$ cat src/hw/rtl/frts_pkg.sv
// Shared constants for the frame ring timestamp selector.
package frts_pkg;

  localparam int RING_SIZE = 16;
  localparam int HEADROOM  = 4;
  localparam int SLOT_W    = $clog2(RING_SIZE);
  localparam int CNT_W     = $clog2(RING_SIZE) + 1;

  localparam logic [2:0] OP_PUT     = 3'd0;
  localparam logic [2:0] OP_CONS_V  = 3'd1;
  localparam logic [2:0] OP_CONS_A  = 3'd2;
  localparam logic [2:0] OP_SELECT  = 3'd3;
  localparam logic [2:0] OP_IGNORE  = 3'd4;

  localparam logic [1:0] KIND_INVALID  = 2'd0;
  localparam logic [1:0] KIND_IGNORE   = 2'd1;
  localparam logic [1:0] KIND_SNAPSHOT = 2'd2;

  localparam logic [1:0] ST_OK       = 2'd0;
  localparam logic [1:0] ST_FULL     = 2'd1;
  localparam logic [1:0] ST_NO_FRAME = 2'd2;

  localparam logic [62:0] MAX_DIST_RESET = 63'd167772160000;

endpackage

$ cat src/hw/rtl/frame_ring_timestamp_selector_core.sv
// Frame descriptor ring with put, consume, nearest-timestamp select and ignore walk.
//
// Channel  | handshake              | payload
// ---------+------------------------+-------------------------------------------
// request  | in_valid / in_ready    | op, frame_type, stamp, frame_index
// result   | out_valid / out_ready  | status, slot, frame_number
// config   | cfg_wr_en              | cfg_wr_data (max_distance)
//
// Put, consume and unused codes are decided on acceptance; the emit state then loads the result register.
// Select walks back from the newest frame over at most RING_SIZE slots: S_SEL_RD reads each slot and
// S_SEL_CMP compares each valid slot, since one shared 64-bit gap and compare unit serves them all.
// Ignore marks slots from the video consume point upward, up to RING_SIZE slots.
// A waiting result does not block the next request; a new result waits until the last is taken.
// Reset clears the counters and marks every slot invalid.
module frame_ring_timestamp_selector_core (
  input  logic               clk,
  input  logic               rst,
  input  logic               in_valid,
  output logic               in_ready,
  input  logic [2:0]         op,
  input  logic [1:0]         frame_type,
  input  logic signed [63:0] stamp,
  input  logic signed [31:0] frame_index,
  output logic               out_valid,
  input  logic               out_ready,
  output logic [1:0]         status,
  output logic [3:0]         slot,
  output logic signed [31:0] frame_number,
  input  logic               cfg_wr_en,
  input  logic [62:0]        cfg_wr_data
);

  localparam logic [2:0] S_IDLE    = 3'd0;
  localparam logic [2:0] S_SEL_RD  = 3'd1;
  localparam logic [2:0] S_SEL_CMP = 3'd2;
  localparam logic [2:0] S_IGN     = 3'd3;
  localparam logic [2:0] S_EMIT    = 3'd4;

  logic [2:0]  state;
  logic [1:0]  slot_kind [frts_pkg::RING_SIZE];
  logic [63:0] slot_stamp [frts_pkg::RING_SIZE];
  logic [31:0] produced_count;
  logic [31:0] video_consumed;
  logic [31:0] audio_consumed;
  logic [62:0] max_distance;

  logic [31:0] cur_i;
  logic [31:0] low;
  logic [31:0] best;
  logic [63:0] bestdiff;
  logic [63:0] gap;
  logic [63:0] target;
  logic [frts_pkg::CNT_W-1:0] steps;
  logic [1:0]  res_status;
  logic [3:0]  res_slot;
  logic [31:0] res_num;

  logic        accept;
  logic [31:0] dv;
  logic [31:0] da;
  logic        ring_full;
  logic        idx_bad;
  logic [31:0] p_minus1;
  logic [31:0] low_in;
  logic [frts_pkg::SLOT_W-1:0] rd_slot;
  logic [1:0]  rd_kind;
  logic [63:0] rd_stamp;
  logic        stamp_ge;
  logic [31:0] i_minus1;
  logic        sel_more;
  logic        ign_more;
  logic        closer;
  logic        out_free;
  logic        kind_we;
  logic [frts_pkg::SLOT_W-1:0] kind_waddr;
  logic [1:0]  kind_wdata;

  assign in_ready = (state == S_IDLE);
  assign accept   = in_valid && in_ready;
  assign out_free = !out_valid || out_ready;

  assign dv        = produced_count - video_consumed;
  assign da        = produced_count - audio_consumed;
  assign ring_full = (dv >= 32'(frts_pkg::RING_SIZE - frts_pkg::HEADROOM)) ||
                     (da >= 32'(frts_pkg::RING_SIZE - frts_pkg::HEADROOM));
  assign idx_bad   = frame_index[31] || (32'(frame_index) >= produced_count);
  assign p_minus1  = produced_count - 32'd1;
  assign low_in    = (video_consumed < audio_consumed) ? video_consumed : audio_consumed;

  assign rd_slot  = cur_i[frts_pkg::SLOT_W-1:0];
  assign rd_kind  = slot_kind[rd_slot];
  assign rd_stamp = slot_stamp[rd_slot];
  assign stamp_ge = $signed(rd_stamp) >= $signed(target);
  assign i_minus1 = cur_i - 32'd1;
  assign sel_more = (steps != frts_pkg::CNT_W'(frts_pkg::RING_SIZE - 1)) &&
                    (cur_i != 32'd0) && (i_minus1 >= low);
  assign ign_more = (steps != frts_pkg::CNT_W'(frts_pkg::RING_SIZE - 1)) &&
                    (({1'b0, cur_i} + 33'd2) < {1'b0, produced_count});
  assign closer   = gap < bestdiff;

  always_comb begin
    kind_we    = 1'b0;
    kind_waddr = rd_slot;
    kind_wdata = frts_pkg::KIND_IGNORE;
    if (accept && op == frts_pkg::OP_PUT && !ring_full) begin
      kind_we    = 1'b1;
      kind_waddr = produced_count[frts_pkg::SLOT_W-1:0];
      kind_wdata = frame_type;
    end else if (state == S_IGN) begin
      kind_we = 1'b1;
    end
  end

  always_ff @(posedge clk) begin
    if (accept && op == frts_pkg::OP_PUT && !ring_full) begin
      slot_stamp[produced_count[frts_pkg::SLOT_W-1:0]] <= stamp;
    end
    if (state == S_SEL_RD) begin
      gap <= stamp_ge ? (rd_stamp - target) : (target - rd_stamp);
    end
  end

  always_ff @(posedge clk) begin
    if (rst) begin
      state          <= S_IDLE;
      slot_kind      <= '{default: frts_pkg::KIND_INVALID};
      produced_count <= '0;
      video_consumed <= '0;
      audio_consumed <= '0;
      max_distance   <= frts_pkg::MAX_DIST_RESET;
      out_valid      <= 1'b0;
    end else begin
      if (cfg_wr_en) begin
        max_distance <= cfg_wr_data;
      end
      if (kind_we) begin
        slot_kind[kind_waddr] <= kind_wdata;
      end
      if (out_valid && out_ready) begin
        out_valid <= 1'b0;
      end

      unique case (state)
        S_IDLE: begin
          if (accept) begin
            res_status <= frts_pkg::ST_OK;
            res_slot   <= '0;
            res_num    <= '0;
            state      <= S_EMIT;
            unique case (op) inside
              frts_pkg::OP_PUT: begin
                res_slot <= 4'(produced_count[frts_pkg::SLOT_W-1:0]);
                res_num  <= produced_count;
                if (ring_full) begin
                  res_status <= frts_pkg::ST_FULL;
                end else begin
                  if (frame_type == frts_pkg::KIND_SNAPSHOT) begin
                    audio_consumed <= produced_count;
                  end
                  produced_count <= produced_count + 32'd1;
                end
              end
              frts_pkg::OP_CONS_V, frts_pkg::OP_CONS_A: begin
                if (idx_bad) begin
                  res_status <= frts_pkg::ST_NO_FRAME;
                  res_num    <= '1;
                end else begin
                  res_slot <= 4'(frame_index[frts_pkg::SLOT_W-1:0]);
                  res_num  <= 32'(frame_index);
                  if (op == frts_pkg::OP_CONS_V) begin
                    video_consumed <= 32'(frame_index);
                  end else begin
                    audio_consumed <= 32'(frame_index);
                  end
                end
              end
              frts_pkg::OP_SELECT: begin
                if (produced_count == 32'd0) begin
                  res_num <= '1;
                end else if (p_minus1 < low_in) begin
                  res_slot <= 4'(p_minus1[frts_pkg::SLOT_W-1:0]);
                  res_num  <= p_minus1;
                end else begin
                  cur_i    <= p_minus1;
                  best     <= p_minus1;
                  low      <= low_in;
                  bestdiff <= {1'b0, max_distance};
                  target   <= stamp;
                  steps    <= '0;
                  state    <= S_SEL_RD;
                end
              end
              frts_pkg::OP_IGNORE: begin
                if (({1'b0, video_consumed} + 33'd1) < {1'b0, produced_count}) begin
                  cur_i <= video_consumed;
                  steps <= '0;
                  state <= S_IGN;
                end
              end
              default: begin
              end
            endcase
          end
        end
        S_SEL_RD: begin
          if (rd_kind != frts_pkg::KIND_INVALID && rd_kind != frts_pkg::KIND_IGNORE) begin
            state <= S_SEL_CMP;
          end else if (sel_more) begin
            cur_i <= i_minus1;
            steps <= steps + 1'b1;
          end else begin
            res_slot <= 4'(best[frts_pkg::SLOT_W-1:0]);
            res_num  <= best;
            state    <= S_EMIT;
          end
        end
        S_SEL_CMP: begin
          if (closer) begin
            best     <= cur_i;
            bestdiff <= gap;
          end
          if (closer && sel_more) begin
            cur_i <= i_minus1;
            steps <= steps + 1'b1;
            state <= S_SEL_RD;
          end else begin
            res_slot <= closer ? 4'(cur_i[frts_pkg::SLOT_W-1:0])
                               : 4'(best[frts_pkg::SLOT_W-1:0]);
            res_num  <= closer ? cur_i : best;
            state    <= S_EMIT;
          end
        end
        S_IGN: begin
          cur_i <= cur_i + 32'd1;
          steps <= steps + 1'b1;
          if (!ign_more) begin
            state <= S_EMIT;
          end
        end
        S_EMIT: begin
          if (out_free) begin
            out_valid    <= 1'b1;
            status       <= res_status;
            slot         <= res_slot;
            frame_number <= res_num;
            state        <= S_IDLE;
          end
        end
        default: begin
          state <= S_IDLE;
        end
      endcase
    end
  end

endmodule

$ cat config.mk
export PLATFORM = sky130hd
export DESIGN_NAME = frame_ring_timestamp_selector_core
export DESIGN_NICKNAME = d
export VERILOG_FILES = /design/src/hw/rtl/frts_pkg.sv /design/src/hw/rtl/frame_ring_timestamp_selector_core.sv
export SDC_FILE = /design/constraint.sdc
export NUM_CORES = 2
export LEC_CHECK = 0
export ABC_CLOCK_PERIOD_IN_PS = 14800
export BUFFER_PORTS_ARGS = -buffer_cell sky130_fd_sc_hd__clkbuf_2
export CAP_MARGIN = 20
export CORE_MARGIN = 3
export CORE_UTILIZATION = 50
export DETAILED_ROUTE_END_ITERATION = 10
export PLACE_DENSITY = 0.66
export SLEW_MARGIN = 15
export SYNTH_ARGS = -nofsm -noshare
export SYNTH_HDL_FRONTEND = slang
export SYNTH_SLANG_ARGS = --single-unit
$ cat constraint.sdc
create_clock -name clk -period 14.8 [get_ports clk]
set_input_delay 1.48 -clock clk [delete_from_list [all_inputs] [get_ports clk]]
set_output_delay 1.48 -clock clk [all_outputs]
set_load 0.005 [all_outputs]
==> metrics.cfg <==
[status]
outcome=finished clean

[worst_setup_path]
worstPathMaxFanout=53
critical_path_class=flop to flop
r2r-end=target[45]
cp_cell_sequence=or4_1, or3_1, or4_1, or3_1, nor4_1, nand3_1, or3_1, xnor2_1, inv_1, ha_1, nand4_1, or2_2, nor3_1, o2111ai_1, inv_1, nand4_1, o31ai_1, buf_4, nand3_1, nor3_2, buf_4, buf_4
path_buf_inv=5
startpoint_type=flop
r2r_slack_ps=6260
cp-end-kind=flop
slowest_delay_ps=700
reg2reg_depth=22
slowest_stage=buf_4
r2r_start=produced_count[12]
critPathTopFamily=simple AND/OR/NAND/NOR gates
crit_arrival_ps=8980
worstPathRequired_ps=15240

[sta]
hold_viol_final=0
min_period_ps=8540
final_max_slew_viol_count=0
period_share_pct=57.7
totalNegativeSetupSlack_ps=0
worst_pin_slew_ps=1250
worst_slack_ps=6260
setup_violations=0
rsz0062_at_grt=false
slew_headroom_pct=16.9
fmax_mhz=117
fin_skew_ps=52.7

[cells_and_area]
drive_above_1_share_pct=14.8
nets=7347
multi_input_area_mm2=0.0339
utilization_pct=55.8
regArea_mm2=0.0455
syn_to_final_growth_pct=10.7
stdcell_count=9040
design_area_mm2=0.0909
fill_cells=13442

[global_route]
grt_max_degree=154
grt.overflow.total=0
grt_usage_pct=31.4
first_global_vias=55519
grt_pass1_wl_um=387000
antenna_found_initial=17

[yosys]
synth_flop_cell=edfxtp_1
synth_top_area_share_pct=50.9
synth_top_cell_by_area=edfxtp_1
yosysMostFrequentCell=edfxtp_1
netlist_area_mm2=0.0821
avgSynthCellArea_um2=12.4
ys_warn_count=0
seq_area_frac_synth_pct=55.4
syn-num-nets=7232
yosys-top-cells-count=1393 x edfxtp_1, 499 x nor2_1, 497 x a21oi_1
synthArstFlopShare_pct=0
ys_top_cells_by_area=edfxtp_1 51%, mux4_2 8.9%, ha_1 6.9%
synth_edf_count=1393
synth.distinct_cells=85
syn-instance-count=6604
ys_seq_elements=1576

[floorplan]
dieHeight_um=411
fp.dieW_um=411
row_count=148
pin_count=209
start_util_pct=50.4
fp.coreArea_mm2=0.163
dieArea_mm2=0.169

[hold_path]
worstHoldEndpoint=frame_number[22]
hold_depth=0
min_path_type=flop to flop
hp-start=res_num[22]

[route]
first_iter_violations=7120
dr.pass1.iters=8
routedWlPerCell_um=29.6
vias=57977
route.detailed.drc=0
detail-route-antenna-nets=0
routed_wl_um=268000
vias_per_cell=6.41

[power_and_ir_drop]
static-leakage-power_nw=33.4
pwr_density_cell_mw_per_mm2=115
ir_drop_uv=152

[clock_network]
cts_inserted_buffers=161
clockBufferDepth=3
clkLatencyLatePin_ps=850
htreeDepth=4
cts.sinks=1576
path_clk_slew_ps=60
postCtsSetupBuffers=0
cts_hold_buf=0
ctsRootBufferMaster=clkbuf_16
ctsResizeCount=0
cts_tree=done

[job]
max-cap-violations=0

[place]
placed_cells=8729
gp_congestion=1.02
post-place-ws_ps=6330
portBuffers=208
placed_cell_area_mm2=0.0856
hpwl_um=189000

[cells by family after synthesis]
logic type	Yosys count	synth area share (%)
XOR/XNOR	223	2.38
AND/OR/NAND/NOR	1550	8.74
AO/OA/AOI/OAI	1510	11.6
adder cells (fa/ha/maj)	459	7.03
flip-flops	1576	55.4
buffers and inverters	778	3.58
multiplexers	508	11.3
[through the flow]
| stage | power (mW) | hold slack, ps |
|---|---|---|
| final | 10.4 | 422 |
| after CTS | 10.4 | 423 |
| after global routing | 10.7 | 434 |
| after global placement | 6.41 | 402 |
| after detailed placement | 6.42 | 405 |
| after floorplan | 5.89 | 400 |
[worst max path at each step]
stage | startpoint | endpoint | cells past startpoint
after floorplan | produced_count[12] | low[0] | 21
after global placement | flop | gap[48] | 18
after detailed placement | flop | gap[56] | 18
after CTS | flop | gap[56] | 18
after global routing | flop | gap[56] | 18
final | produced_count[12] | target[45] | 22
[report_power, final]
part	switching, mW	internal, mW
combinational	0.873	0.481
clock	1.83	2.23
sequential	0.0922	4.91
[registers in the layout, indices dropped and copies added (netlist names), named ones only]
register and count:
video_consumed 32, res_num 32, frame_number 32, produced_count 32, target 64, steps 5, gap 64, out_valid 1
max_distance 63, bestdiff 64, cur_i 32, res_slot 4, best 32, audio_consumed 32, status 2, state 3
slot_kind 16, res_status 2, slot 4, slot_stamp 1024, low 32
[layout make-up]
class                      count  area share [%]
tap                         2175            2.99
antenna                        9          0.0248
timing repair buffer         301            2.01
inverter                     429            1.77
multi-input combinational   4250            37.3
clock buffer                 197            4.60
sequential                  1576            50.1
clock inverter               103            1.18
[cells in the final DEF, fill, tap and decap left out, drive strengths merged, types with 44 or more instances in the layout]
cell type,n
a211oi,62
a21o,175
a21oi,497
a31oi,65
buf,95
clkbuf,403
clkinv,73
dfxtp,183
edfxtp,1393
ha,455
inv,439
mux2,76
mux2i,107
mux4,325
nand2,464
nand2b,44
nand3,86
nand4,123
nor2,499
nor2b,50
nor3,97
o21ai,317
o21bai,57
xnor2,142
xor2,81
[per-layer routing]
metal / vias up / wire (um) / global-route usage, %
met5: - / 68 / 0
met3: 552 / 24900 / 6.14
li1: 25293 / - / -
met4: 10 / 13200 / 13.6
met1: 29108 / 108000 / 43.5
met2: 3014 / 121000 / 48.3
(Power assumes the default switching activity.)
